## config.mk

```make
export PLATFORM = sky130hd
export DESIGN_NAME = mac_vlan_learning_table
export DESIGN_NICKNAME = d
export VERILOG_FILES = /design/src/rtl/core/mvlt_pkg.sv /design/src/rtl/core/mvlt_store.sv /design/src/rtl/core/mvlt_age_unit.sv /design/src/rtl/core/mac_vlan_learning_table.sv
export SDC_FILE = /design/constraint.sdc
export NUM_CORES = 2
export LEC_CHECK = 0
export BUFFER_PORTS_ARGS = -buffer_cell sky130_fd_sc_hd__buf_2
export CAP_MARGIN = 20
export CORE_ASPECT_RATIO = 0.8
export CORE_UTILIZATION = 35
export DETAILED_ROUTE_END_ITERATION = 8
export HOLD_SLACK_MARGIN = 0.12
export PLACE_DENSITY = 0.51
export SYNTH_ARGS = -nofsm -noshare
export SYNTH_HDL_FRONTEND = slang
export SYNTH_SLANG_ARGS = --single-unit
export TNS_END_PERCENT = 1
```

## constraint.sdc

```tcl
create_clock -name clk -period 15.3 [get_ports clk]
set_input_delay 2.295 -clock clk [delete_from_list [all_inputs] [get_ports clk]]
set_output_delay 2.295 -clock clk [all_outputs]
set_load 0.005 [all_outputs]
```

## src/rtl/core/mvlt_pkg.sv

```systemverilog
// ----------------------------------------------------------------------------
// mvlt_pkg
// Shared widths, operation and status codes for the MAC/VLAN learning table.
// ----------------------------------------------------------------------------
package mvlt_pkg;

  // fixed field widths
  localparam int MAC_W      = 48;
  localparam int LLID_W     = 13;
  localparam int PORT_W     = 4;
  localparam int OP_W       = 2;
  localparam int STATUS_W   = 2;
  localparam int AGING_W    = 16;
  localparam int LIMIT_W    = 5;
  localparam int CFG_IDX_W  = 1;
  localparam int CFG_DATA_W = 16;

  // list results per request, and a counter that can hold that count
  localparam int MAX_RESULTS = 16;
  localparam int KCNT_W      = 5;

  // reset value of the aging time register
  localparam logic [AGING_W-1:0] AGING_RESET = 16'd10;

  // configuration register indexes
  localparam logic [CFG_IDX_W-1:0] CFG_AGING_TIME  = 1'b0;
  localparam logic [CFG_IDX_W-1:0] CFG_TABLE_LIMIT = 1'b1;

  // request codes
  typedef enum logic [OP_W-1:0] {
    OP_LEARN  = 2'd0,
    OP_LOOKUP = 2'd1,
    OP_LIST   = 2'd2,
    OP_TICK   = 2'd3
  } op_t;

  // learn outcome codes
  typedef enum logic [STATUS_W-1:0] {
    ST_REFRESHED = 2'd0,
    ST_INSERTED  = 2'd1,
    ST_PURGED    = 2'd2,
    ST_EVICTED   = 2'd3
  } status_t;

  // compare flags from the age unit
  typedef struct packed {
    logic aged;   // age at or past the aging time
    logic older;  // age strictly greater than the running best
  } age_flags_t;

endpackage

```

## src/rtl/core/mvlt_store.sv

```systemverilog
// ----------------------------------------------------------------------------
// mvlt_store
// Slot storage: mac, link id, port and time stamp, one write and one
// registered read port.
// ----------------------------------------------------------------------------
module mvlt_store #(
  parameter int TABLE_DEPTH = 16,
  parameter int TIME_BITS   = 32
) (
  input  logic                              clk,
  input  logic                              wr_en,
  input  logic [$clog2(TABLE_DEPTH)-1:0]    wr_addr,
  input  logic [mvlt_pkg::MAC_W-1:0]        wr_mac,
  input  logic [mvlt_pkg::LLID_W-1:0]       wr_llid,
  input  logic [mvlt_pkg::PORT_W-1:0]       wr_port,
  input  logic [TIME_BITS-1:0]              wr_time,
  input  logic                              rd_en,
  input  logic [$clog2(TABLE_DEPTH)-1:0]    rd_addr,
  output logic [mvlt_pkg::MAC_W-1:0]        rd_mac,
  output logic [mvlt_pkg::LLID_W-1:0]       rd_llid,
  output logic [mvlt_pkg::PORT_W-1:0]       rd_port,
  output logic [TIME_BITS-1:0]              rd_time
);

  localparam int ENTRY_W = mvlt_pkg::MAC_W + mvlt_pkg::LLID_W + mvlt_pkg::PORT_W + TIME_BITS;

  logic [ENTRY_W-1:0] mem [TABLE_DEPTH];
  logic [ENTRY_W-1:0] rd_data_r;

  // write port
  always_ff @(posedge clk) begin
    if (wr_en) begin
      mem[wr_addr] <= {wr_mac, wr_llid, wr_port, wr_time};
    end
  end

  // registered read, held while the reader stalls
  always_ff @(posedge clk) begin
    if (rd_en) begin
      rd_data_r <= mem[rd_addr];
    end
  end

  assign {rd_mac, rd_llid, rd_port, rd_time} = rd_data_r;

endmodule

```

## src/rtl/core/mvlt_age_unit.sv

```systemverilog
// ----------------------------------------------------------------------------
// mvlt_age_unit
// Shared age subtractor with the aging and oldest-entry compares.
// ----------------------------------------------------------------------------
module mvlt_age_unit #(
  parameter int TIME_BITS = 32
) (
  input  logic [TIME_BITS-1:0]              time_now,
  input  logic [TIME_BITS-1:0]              slot_time,
  input  logic [mvlt_pkg::AGING_W-1:0]      aging_time,
  input  logic [TIME_BITS-1:0]              best_age,
  output logic [TIME_BITS-1:0]              age,
  output mvlt_pkg::age_flags_t              flags
);

  // age wraps modulo the counter width
  assign age = time_now - slot_time;

  assign flags.aged  = (age >= TIME_BITS'(aging_time));
  assign flags.older = (age > best_age);

endmodule

```

## src/rtl/core/mac_vlan_learning_table.sv

```systemverilog
// ----------------------------------------------------------------------------
// mac_vlan_learning_table
// Switch address table keyed by MAC and link id, with learning and aging.
// ----------------------------------------------------------------------------
// Usage:
//   Requests enter on in_valid/in_stall with op, mac, llid and port; results
//   leave on out_valid/out_stall. Learn and lookup give one result, list gives
//   one result per live entry with that MAC, at most MAX_RESULTS (or one miss
//   result); last marks the final one. A tick advances the time counter and
//   gives no result. Every other request walks all slots once, one slot per
//   cycle while no list result is held back, through the shared age unit and
//   the single read port of the slot store, and in_stall stays high meanwhile.
//   Results go through an output register, so a finished result may wait
//   while the next request is taken. A stalled receiver holds a list walk
//   whenever a further result is found while an earlier one is held and the
//   output register is still full. The user must write aging_time and
//   table_limit through cfg_wr_en/cfg_index/cfg_data only while the block is
//   idle; the block itself does not enforce this. Reset clears all slot valid
//   bits, the time counter and the registers to their defaults; the block is
//   ready in the first cycle after reset.
// ----------------------------------------------------------------------------
module mac_vlan_learning_table #(
  parameter int TABLE_DEPTH = 16,
  parameter int TIME_BITS   = 32
) (
  input  logic                                  clk,
  input  logic                                  rst_n,
  // request channel
  input  logic                                  in_valid,
  output logic                                  in_stall,
  input  logic [mvlt_pkg::OP_W-1:0]             in_op,
  input  logic [mvlt_pkg::MAC_W-1:0]            in_mac,
  input  logic signed [mvlt_pkg::LLID_W-1:0]    in_llid,
  input  logic [mvlt_pkg::PORT_W-1:0]           in_port,
  // result channel
  output logic                                  out_valid,
  input  logic                                  out_stall,
  output logic                                  out_found,
  output logic [mvlt_pkg::PORT_W-1:0]           out_port_out,
  output logic signed [mvlt_pkg::LLID_W-1:0]    out_llid_out,
  output logic [mvlt_pkg::STATUS_W-1:0]         out_status,
  output logic                                  out_last,
  // configuration
  input  logic                                  cfg_wr_en,
  input  logic [mvlt_pkg::CFG_IDX_W-1:0]        cfg_index,
  input  logic [mvlt_pkg::CFG_DATA_W-1:0]       cfg_data
);

  localparam int IDX_W    = $clog2(TABLE_DEPTH);
  localparam int CNT_W    = $clog2(TABLE_DEPTH + 1);
  localparam int MAC_W    = mvlt_pkg::MAC_W;
  localparam int LLID_W   = mvlt_pkg::LLID_W;
  localparam int PORT_W   = mvlt_pkg::PORT_W;
  localparam int AGING_W  = mvlt_pkg::AGING_W;
  localparam int LIMIT_W  = mvlt_pkg::LIMIT_W;
  localparam int KCNT_W   = mvlt_pkg::KCNT_W;
  localparam logic [IDX_W-1:0]  LAST_IDX = IDX_W'(TABLE_DEPTH - 1);
  localparam logic [KCNT_W-1:0] K_MAX    = KCNT_W'(mvlt_pkg::MAX_RESULTS);

  typedef enum logic [3:0] {
    S_IDLE   = 4'b0001,
    S_SCAN   = 4'b0010,
    S_FINISH = 4'b0100,
    S_RESP   = 4'b1000
  } state_t;

  // control registers
  state_t                      state_r, state_nxt;
  logic [AGING_W-1:0]          aging_r, aging_nxt;
  logic [LIMIT_W-1:0]          limit_r, limit_nxt;
  logic [TIME_BITS-1:0]        time_r, time_nxt;
  logic [TABLE_DEPTH-1:0]      valid_r, valid_nxt;
  logic                        issue_live_r, issue_live_nxt;
  logic                        ev_live_r, ev_live_nxt;
  logic                        hit_r, hit_nxt;
  logic                        free_live_r, free_live_nxt;
  logic                        aged_live_r, aged_live_nxt;
  logic                        best_live_r, best_live_nxt;
  logic                        pend_valid_r, pend_valid_nxt;
  logic                        out_valid_r, out_valid_nxt;
  logic [CNT_W-1:0]            used_r, used_nxt;
  logic [CNT_W-1:0]            unaged_r, unaged_nxt;
  logic [KCNT_W-1:0]           kcnt_r, kcnt_nxt;

  // request and tracking payload
  mvlt_pkg::op_t               op_r, op_nxt;
  logic [MAC_W-1:0]            mac_r, mac_nxt;
  logic [LLID_W-1:0]           llid_r, llid_nxt;
  logic [PORT_W-1:0]           port_r, port_nxt;
  logic [IDX_W-1:0]            issue_idx_r, issue_idx_nxt;
  logic [IDX_W-1:0]            ev_idx_r, ev_idx_nxt;
  logic [IDX_W-1:0]            hit_idx_r, hit_idx_nxt;
  logic                        hit_aged_r, hit_aged_nxt;
  logic [PORT_W-1:0]           hit_port_r, hit_port_nxt;
  logic [LLID_W-1:0]           hit_llid_r, hit_llid_nxt;
  logic [IDX_W-1:0]            free_idx_r, free_idx_nxt;
  logic [IDX_W-1:0]            aged_idx_r, aged_idx_nxt;
  logic [IDX_W-1:0]            best_idx_r, best_idx_nxt;
  logic [TIME_BITS-1:0]        best_age_r, best_age_nxt;
  logic [TABLE_DEPTH-1:0]      aged_mask_r, aged_mask_nxt;
  logic                        pend_found_r, pend_found_nxt;
  logic [PORT_W-1:0]           pend_port_r, pend_port_nxt;
  logic [LLID_W-1:0]           pend_llid_r, pend_llid_nxt;
  logic [mvlt_pkg::STATUS_W-1:0] pend_status_r, pend_status_nxt;
  logic                        out_found_r, out_found_nxt;
  logic [PORT_W-1:0]           out_port_r, out_port_nxt;
  logic [LLID_W-1:0]           out_llid_r, out_llid_nxt;
  logic [mvlt_pkg::STATUS_W-1:0] out_status_r, out_status_nxt;
  logic                        out_last_r, out_last_nxt;

  // store and age unit wiring
  logic                        wr_en;
  logic [IDX_W-1:0]            wr_addr;
  logic                        rd_en;
  logic [MAC_W-1:0]            rd_mac;
  logic [LLID_W-1:0]           rd_llid;
  logic [PORT_W-1:0]           rd_port;
  logic [TIME_BITS-1:0]        rd_time;
  logic [TIME_BITS-1:0]        age;
  mvlt_pkg::age_flags_t        flags;

  // walk and decision helpers
  logic                        out_free;
  logic                        ev_v;
  logic                        key_match;
  logic                        mac_match;
  logic                        list_emit;
  logic                        scan_hold;
  logic                        advance;
  logic [CNT_W-1:0]            lim_eff;
  logic                        need_purge;
  logic                        need_evict;
  logic [IDX_W-1:0]            ins_idx;
  logic                        ins_live;
  logic [TABLE_DEPTH-1:0]      clr_mask;
  mvlt_pkg::status_t           learn_status;

  mvlt_store #(
    .TABLE_DEPTH (TABLE_DEPTH),
    .TIME_BITS   (TIME_BITS)
  ) u_store (
    .clk     (clk),
    .wr_en   (wr_en),
    .wr_addr (wr_addr),
    .wr_mac  (mac_r),
    .wr_llid (llid_r),
    .wr_port (port_r),
    .wr_time (time_r),
    .rd_en   (rd_en),
    .rd_addr (issue_idx_r),
    .rd_mac  (rd_mac),
    .rd_llid (rd_llid),
    .rd_port (rd_port),
    .rd_time (rd_time)
  );

  mvlt_age_unit #(
    .TIME_BITS (TIME_BITS)
  ) u_age (
    .time_now   (time_r),
    .slot_time  (rd_time),
    .aging_time (aging_r),
    .best_age   (best_age_r),
    .age        (age),
    .flags      (flags)
  );

  // handshake views
  assign in_stall     = (state_r != S_IDLE);
  assign out_free     = !out_valid_r || !out_stall;
  assign out_valid    = out_valid_r;
  assign out_found    = out_found_r;
  assign out_port_out = out_port_r;
  assign out_llid_out = out_llid_r;
  assign out_status   = out_status_r;
  assign out_last     = out_last_r;

  // slot under evaluation
  assign ev_v      = valid_r[ev_idx_r];
  assign key_match = (rd_mac == mac_r) && (rd_llid == llid_r);
  assign mac_match = (rd_mac == mac_r);
  assign list_emit = ev_live_r && (op_r == mvlt_pkg::OP_LIST) && ev_v && !flags.aged &&
                     mac_match && (kcnt_r < K_MAX);
  // a further list hit waits until the held one can leave
  assign scan_hold = list_emit && pend_valid_r && !out_free;
  assign advance   = (state_r == S_SCAN) && !scan_hold;
  assign rd_en     = advance && issue_live_r;

  // effective limit, saturated to the store depth; zero also gives the store depth
  always_comb begin
    if ((limit_r == '0) || (int'(limit_r) > TABLE_DEPTH)) begin
      lim_eff = CNT_W'(TABLE_DEPTH);
    end else begin
      lim_eff = CNT_W'(limit_r);
    end
  end

  // learn decision from the walk results
  always_comb begin
    need_purge = (used_r >= lim_eff);
    need_evict = need_purge && (unaged_r >= lim_eff);
    ins_idx    = free_idx_r;
    ins_live   = free_live_r;
    if (need_purge && aged_live_r && (!ins_live || (aged_idx_r < ins_idx))) begin
      ins_idx  = aged_idx_r;
      ins_live = 1'b1;
    end
    if (need_evict && (!ins_live || (best_idx_r < ins_idx))) begin
      ins_idx  = best_idx_r;
      ins_live = 1'b1;
    end
    clr_mask = need_purge ? aged_mask_r : '0;
    if (need_evict) begin
      clr_mask[best_idx_r] = 1'b1;
    end
    if (need_evict) begin
      learn_status = mvlt_pkg::ST_EVICTED;
    end else if (need_purge) begin
      learn_status = mvlt_pkg::ST_PURGED;
    end else begin
      learn_status = mvlt_pkg::ST_INSERTED;
    end
  end

  // sequencer
  always_comb begin
    state_nxt       = state_r;
    aging_nxt       = aging_r;
    limit_nxt       = limit_r;
    time_nxt        = time_r;
    valid_nxt       = valid_r;
    issue_live_nxt  = issue_live_r;
    ev_live_nxt     = ev_live_r;
    hit_nxt         = hit_r;
    free_live_nxt   = free_live_r;
    aged_live_nxt   = aged_live_r;
    best_live_nxt   = best_live_r;
    pend_valid_nxt  = pend_valid_r;
    used_nxt        = used_r;
    unaged_nxt      = unaged_r;
    kcnt_nxt        = kcnt_r;
    op_nxt          = op_r;
    mac_nxt         = mac_r;
    llid_nxt        = llid_r;
    port_nxt        = port_r;
    issue_idx_nxt   = issue_idx_r;
    ev_idx_nxt      = ev_idx_r;
    hit_idx_nxt     = hit_idx_r;
    hit_aged_nxt    = hit_aged_r;
    hit_port_nxt    = hit_port_r;
    hit_llid_nxt    = hit_llid_r;
    free_idx_nxt    = free_idx_r;
    aged_idx_nxt    = aged_idx_r;
    best_idx_nxt    = best_idx_r;
    best_age_nxt    = best_age_r;
    aged_mask_nxt   = aged_mask_r;
    pend_found_nxt  = pend_found_r;
    pend_port_nxt   = pend_port_r;
    pend_llid_nxt   = pend_llid_r;
    pend_status_nxt = pend_status_r;
    out_found_nxt   = out_found_r;
    out_port_nxt    = out_port_r;
    out_llid_nxt    = out_llid_r;
    out_status_nxt  = out_status_r;
    out_last_nxt    = out_last_r;
    out_valid_nxt   = out_valid_r && out_stall;
    wr_en           = 1'b0;
    wr_addr         = ins_idx;

    // configuration writes
    if (cfg_wr_en) begin
      case (cfg_index)
        mvlt_pkg::CFG_AGING_TIME:  aging_nxt = cfg_data;
        mvlt_pkg::CFG_TABLE_LIMIT: limit_nxt = cfg_data[LIMIT_W-1:0];
        default: ;
      endcase
    end

    case (state_r)
      S_IDLE: begin
        if (in_valid) begin
          if (in_op == mvlt_pkg::OP_TICK) begin
            time_nxt = time_r + TIME_BITS'(1);
          end else begin
            op_nxt         = mvlt_pkg::op_t'(in_op);
            mac_nxt        = in_mac;
            llid_nxt       = in_llid;
            port_nxt       = in_port;
            issue_idx_nxt  = '0;
            issue_live_nxt = 1'b1;
            ev_live_nxt    = 1'b0;
            hit_nxt        = 1'b0;
            free_live_nxt  = 1'b0;
            aged_live_nxt  = 1'b0;
            best_live_nxt  = 1'b0;
            best_age_nxt   = '0;
            aged_mask_nxt  = '0;
            used_nxt       = '0;
            unaged_nxt     = '0;
            kcnt_nxt       = '0;
            pend_valid_nxt = 1'b0;
            state_nxt      = S_SCAN;
          end
        end
      end

      S_SCAN: begin
        if (advance) begin
          // issue the next slot read
          ev_live_nxt = issue_live_r;
          ev_idx_nxt  = issue_idx_r;
          if (issue_live_r) begin
            issue_idx_nxt = issue_idx_r + IDX_W'(1);
            if (issue_idx_r == LAST_IDX) begin
              issue_live_nxt = 1'b0;
            end
          end
          // evaluate the slot whose data has arrived
          if (ev_live_r) begin
            case (op_r)
              mvlt_pkg::OP_LEARN: begin
                if (ev_v) begin
                  used_nxt = used_r + CNT_W'(1);
                  if (key_match && !hit_r) begin
                    hit_nxt     = 1'b1;
                    hit_idx_nxt = ev_idx_r;
                  end
                  if (flags.aged) begin
                    aged_mask_nxt[ev_idx_r] = 1'b1;
                    if (!aged_live_r) begin
                      aged_live_nxt = 1'b1;
                      aged_idx_nxt  = ev_idx_r;
                    end
                  end else begin
                    unaged_nxt = unaged_r + CNT_W'(1);
                    if (!best_live_r || flags.older) begin
                      best_live_nxt = 1'b1;
                      best_idx_nxt  = ev_idx_r;
                      best_age_nxt  = age;
                    end
                  end
                end else if (!free_live_r) begin
                  free_live_nxt = 1'b1;
                  free_idx_nxt  = ev_idx_r;
                end
              end
              mvlt_pkg::OP_LOOKUP: begin
                if (ev_v && key_match && !hit_r) begin
                  hit_nxt      = 1'b1;
                  hit_idx_nxt  = ev_idx_r;
                  hit_aged_nxt = flags.aged;
                  hit_port_nxt = rd_port;
                  hit_llid_nxt = rd_llid;
                end
              end
              mvlt_pkg::OP_LIST: begin
                if (ev_v && flags.aged) begin
                  valid_nxt[ev_idx_r] = 1'b0;
                end
                if (list_emit) begin
                  // the held hit is not the final one, send it on
                  if (pend_valid_r) begin
                    out_valid_nxt  = 1'b1;
                    out_found_nxt  = pend_found_r;
                    out_port_nxt   = pend_port_r;
                    out_llid_nxt   = pend_llid_r;
                    out_status_nxt = pend_status_r;
                    out_last_nxt   = 1'b0;
                  end
                  pend_valid_nxt  = 1'b1;
                  pend_found_nxt  = 1'b1;
                  pend_port_nxt   = rd_port;
                  pend_llid_nxt   = rd_llid;
                  pend_status_nxt = mvlt_pkg::ST_REFRESHED;
                  kcnt_nxt        = kcnt_r + KCNT_W'(1);
                end
              end
              default: ;
            endcase
            if (ev_idx_r == LAST_IDX) begin
              state_nxt = S_FINISH;
            end
          end
        end
      end

      S_FINISH: begin
        case (op_r)
          mvlt_pkg::OP_LEARN: begin
            wr_en = 1'b1;
            if (hit_r) begin
              wr_addr         = hit_idx_r;
              pend_status_nxt = mvlt_pkg::ST_REFRESHED;
            end else begin
              wr_addr              = ins_idx;
              valid_nxt            = valid_r & ~clr_mask;
              valid_nxt[ins_idx]   = 1'b1;
              pend_status_nxt      = learn_status;
            end
            pend_found_nxt = 1'b0;
            pend_port_nxt  = '0;
            pend_llid_nxt  = '0;
          end
          mvlt_pkg::OP_LOOKUP: begin
            if (hit_r && hit_aged_r) begin
              valid_nxt[hit_idx_r] = 1'b0;
            end
            pend_found_nxt  = hit_r && !hit_aged_r;
            pend_port_nxt   = (hit_r && !hit_aged_r) ? hit_port_r : '0;
            pend_llid_nxt   = (hit_r && !hit_aged_r) ? hit_llid_r : '0;
            pend_status_nxt = mvlt_pkg::ST_REFRESHED;
          end
          mvlt_pkg::OP_LIST: begin
            // no live match: one miss beat
            if (!pend_valid_r) begin
              pend_found_nxt  = 1'b0;
              pend_port_nxt   = '0;
              pend_llid_nxt   = '0;
              pend_status_nxt = mvlt_pkg::ST_REFRESHED;
            end
          end
          default: ;
        endcase
        state_nxt = S_RESP;
      end

      S_RESP: begin
        if (out_free) begin
          out_valid_nxt  = 1'b1;
          out_found_nxt  = pend_found_r;
          out_port_nxt   = pend_port_r;
          out_llid_nxt   = pend_llid_r;
          out_status_nxt = pend_status_r;
          out_last_nxt   = 1'b1;
          pend_valid_nxt = 1'b0;
          state_nxt      = S_IDLE;
        end
      end

      default: state_nxt = S_IDLE;
    endcase
  end

  // control state
  always_ff @(posedge clk) begin
    if (!rst_n) begin
      state_r      <= S_IDLE;
      aging_r      <= mvlt_pkg::AGING_RESET;
      limit_r      <= '0;
      time_r       <= '0;
      valid_r      <= '0;
      issue_live_r <= 1'b0;
      ev_live_r    <= 1'b0;
      hit_r        <= 1'b0;
      free_live_r  <= 1'b0;
      aged_live_r  <= 1'b0;
      best_live_r  <= 1'b0;
      pend_valid_r <= 1'b0;
      out_valid_r  <= 1'b0;
      used_r       <= '0;
      unaged_r     <= '0;
      kcnt_r       <= '0;
    end else begin
      state_r      <= state_nxt;
      aging_r      <= aging_nxt;
      limit_r      <= limit_nxt;
      time_r       <= time_nxt;
      valid_r      <= valid_nxt;
      issue_live_r <= issue_live_nxt;
      ev_live_r    <= ev_live_nxt;
      hit_r        <= hit_nxt;
      free_live_r  <= free_live_nxt;
      aged_live_r  <= aged_live_nxt;
      best_live_r  <= best_live_nxt;
      pend_valid_r <= pend_valid_nxt;
      out_valid_r  <= out_valid_nxt;
      used_r       <= used_nxt;
      unaged_r     <= unaged_nxt;
      kcnt_r       <= kcnt_nxt;
    end
  end

  // payload registers
  always_ff @(posedge clk) begin
    op_r          <= op_nxt;
    mac_r         <= mac_nxt;
    llid_r        <= llid_nxt;
    port_r        <= port_nxt;
    issue_idx_r   <= issue_idx_nxt;
    ev_idx_r      <= ev_idx_nxt;
    hit_idx_r     <= hit_idx_nxt;
    hit_aged_r    <= hit_aged_nxt;
    hit_port_r    <= hit_port_nxt;
    hit_llid_r    <= hit_llid_nxt;
    free_idx_r    <= free_idx_nxt;
    aged_idx_r    <= aged_idx_nxt;
    best_idx_r    <= best_idx_nxt;
    best_age_r    <= best_age_nxt;
    aged_mask_r   <= aged_mask_nxt;
    pend_found_r  <= pend_found_nxt;
    pend_port_r   <= pend_port_nxt;
    pend_llid_r   <= pend_llid_nxt;
    pend_status_r <= pend_status_nxt;
    out_found_r   <= out_found_nxt;
    out_port_r    <= out_port_nxt;
    out_llid_r    <= out_llid_nxt;
    out_status_r  <= out_status_nxt;
    out_last_r    <= out_last_nxt;
  end

endmodule

```

==> results.json <==
{
  "relSlewSlack_pct": 28.1,
  "async_flop_share_pct": 0,
  "htreeDepth": 4,
  "tns_ns": 0,
  "cts_hold_buf": 0,
  "fin_crit_ns": 8.12,
  "path_clk_slew_ns": 0.06,
  "r2r_slack_ns": 7.18,
  "fmax_mhz": 123,
  "dr.pass1.iters": 6,
  "fin_hold_ws_ns": 0.420,
  "rows": 154,
  "maxCapViolCount": 0,
  "synth_nets": 4182,
  "root_buffer": "clkbuf_16",
  "port-buffer-count": 111,
  "hp-class": "flop to flop",
  "max_stage_delay_ns": 0.92,
  "synth_ff_type": "edfxtp_1",
  "grt_pass1_wl_um": 284000,
  "worst-path-max-fanout": 50,
  "clock_latency_ns": 0.84,
  "start_util_pct": 35.3,
  "power.leakage_nw": 29.1,
  "netlist_top_cells_area": "edfxtp_1, mux4_2, dfxtp_1",
  "hold_path_end": "out_llid_out[2]",
  "wl_um": 196000,
  "run_status": "finished, final reports clean",
  "path_class": "flop to flop",
  "startpoint_type": "flop",
  "synth_cell_type_count": 81,
  "grt_max_degree": 139,
  "wl_per_cell_um": 26.8,
  "num_vias": 39100,
  "die_area_um2": 224000,
  "first_global_vias": 39000,
  "whs_path_depth": 0,
  "reg2reg_to": "u_store.mem[6][54]",
  "clock_skew_ns": 0.0599,
  "rsz0062_at_grt": "no",
  "area_delta_synth_final_pct": 13.6,
  "pre_cts_slack_ns": 7.17,
  "fin_crit_sh_pct": 53.0,
  "coreArea_um2": 221000,
  "antenna_left": 0,
  "p_per_area_nw_per_um2": 151,
  "drive_above_1_share_pct": 22.8,
  "r2r-start": "limit_r[0]",
  "drt_iter0_markers": 4029,
  "die_h_um": 424,
  "instances_no_fill": 7325,
  "cts_tree": "built",
  "hpwl_um": 108000,
  "placedCellCount": 6967,
  "hold_violations": 0,
  "synth_common_cells": "edfxtp_1, mux4_2, nand2_1",
  "ios": 112,
  "setup_viol": 0,
  "fillers": 19600,
  "holdCritStartpoint": "pend_llid_r[2]",
  "cts_buffers": 197,
  "track_usage_pct": 17.4,
  "ir_worst_vdd_uv": 134,
  "syn-instance-count": 3989,
  "via_per_inst": 5.34,
  "seq_area_um2": 57400,
  "place_congestion": 0.846,
  "yosysMostFrequentCell": "edfxtp_1",
  "clock_path_buffers": 4,
  "slew_violations": 0,
  "cpMostUsedCell": "buf_4",
  "worst_ep_arrival_time_ns": 8.55,
  "cts.sinks": 1943,
  "multi_input_area_um2": 19500,
  "crit_required_ns": 15.73,
  "synth_edf_count": 1847,
  "yosysTopAreaCellShare_pct": 71.2,
  "antenna_found_initial": 6,
  "final_nets": 4398,
  "setup_ws_ns": 7.18,
  "cts_resized": 0,
  "postSynthAreaPerCell_um2": 19.5,
  "seq_area_frac_synth_pct": 73.7,
  "ys_ff_latch": 1943,
  "endpoint_kind": "flop",
  "syn_area_um2": 77900,
  "route.detailed.drc": 0,
  "tightest_slew_ns": 1.08,
  "rr_worst_depth": 24,
  "synth_top_cell_by_area": "edfxtp_1",
  "gr-total-overflow": 0,
  "die_w_um": 529,
  "post-cts-setup-buffers": 0,
  "slowest_stage": "buf_4",
  "cp_cell_sequence": "or4_1 -> ha_1 -> nand2b_1 -> ha_1 -> a21o_1 -> a31oi_1 -> o21ai_1 -> buf_4 -> and2_1 -> nor2_1 -> a21oi_1 -> ha_1 -> a21oi_1 -> nor2_1 -> nor2_1 -> o21ai_1 -> a211oi_4 -> buf_4 -> mux2i_1 -> mux2i_1 -> nand2b_1 -> nor2_4 -> buf_4 -> buf_4",
  "synth.yosys.warnings": 0
}
==> sequential cells by signal, indices dropped and copies added (netlist names), 5 cells and up <==
signal,cells
aged_mask_r,16
best_age_r,32
limit_r,5
aging_r,16
llid_r,13
hit_llid_r,13
valid_r,16
kcnt_r,5
pend_llid_r,13
mac_r,48
unaged_r,5
u_store.mem,1552
used_r,5
time_r,32
u_store.rd_data_r,97
out_llid_out,13
==> report_power, final <==
| group | total (mW) | leakage, nW | switching (mW) | internal [mW] |
|---|---|---|---|---|
| logic | 2.20 | 7.44 | 1.21 | 0.986 |
| clock network | 4.66 | 2.97 | 2.01 | 2.65 |
| registers | 6.50 | 18.7 | 0.265 | 6.23 |
| total | 13.3 | 29.1 | 3.49 | 9.86 |
==> kinds of logic after synthesis <==
kind of cell | count (synthesis) | share of synthesized area [%]
AOI/OAI and AO/OA | 370 | 3.19
xor gates and xnor gates | 119 | 1.34
adders and majority gates | 105 | 1.69
buffers and inverters | 296 | 1.45
DFF | 1943 | 73.7
muxes | 506 | 14.4
and+or+nand+nor | 650 | 4.24
==> layout by cell type (no fill, tap or decap), types with 27 or more instances in the layout <==
cell,Yosys,layout
xnor2_1,77,77
inv_1,117,116
edfxtp_1,1847,1847
a21oi_1,89,89
buf_2,3,111
mux4_2,490,490
nand4_1,47,47
dfxtp_1,96,96
o21ai_0,51,51
clkbuf_1,144,53
a31oi_1,30,30
nand3_1,57,57
xor2_1,42,42
ha_1,103,103
and2_1,64,63
a21boi_0,27,27
clkinv_2,0,28
clkinv_1,0,33
clkbuf_16,0,202
buf_4,1,74
nand2_1,175,175
nor3_1,40,35
nor2_1,133,120
==> routing by layer <==
| metal | GRT usage, % | up-vias | wire length [um] | share of wire (%) |
|---|---|---|---|---|
| li1 | - | 16700 | - | - |
| met1 | 26.9 | 20900 | 94200 | 48 |
| met2 | 25.4 | 1256 | 86000 | 44 |
| met3 | 3.38 | 222 | 12700 | 6.5 |
| met4 | 3.52 | 2 | 3260 | 1.7 |
| met5 | 0 | - | 16 | 0.0082 |
==> how the worst max path moves through the flow <==
stage,startpoint,end,slack (ns)
floorplan,limit_r[0],u_store.mem[11][0],3.33
global placement,limit_r[0],u_store.mem[6][72],7.14
detailed placement,limit_r[0],u_store.mem[6][72],7.17
CTS,limit_r[0],u_store.mem[6][66],7.11
global route,limit_r[0],u_store.mem[6][74],6.63
finish,limit_r[0],u_store.mem[6][54],7.18
==> through the flow <==
| step | util (%) | area (um2) | total power [mW] |
|---|---|---|---|
| floorplan | - | 77900 | 8.06 |
| global placement | 37.3 | 82300 | 8.86 |
| detailed placement | 37.3 | 82300 | 8.86 |
| CTS | 40.1 | 88400 | 13.5 |
| global route | 40.1 | 88500 | 13.9 |
| finish | 40.1 | 88500 | 13.3 |
==> final cells by class <==
class / count / share of cell area [%]
well taps: 2964 / 4.19
diodes: 4 / 0.0113
multi-input cells: 1750 / 22.1
clock buffers: 264 / 6.08
repair buffers: 195 / 1.48
clock inverters: 87 / 0.813
inverters: 118 / 0.503
flip-flops and latches: 1943 / 64.9
==> worst max-delay path: cells and delay by family, from the launching register on <==
family	cells	cell delay, ns
AND/OR/NAND/NOR	8	2.48
multiplexers	2	0.53
flip-flops	1	0.32
buffers and inverters	4	2.24
adder cells (fa/ha/maj)	3	0.91
AO/OA/AOI/OAI	7	1.12
Note: power is estimated with default switching activity, not from simulation.
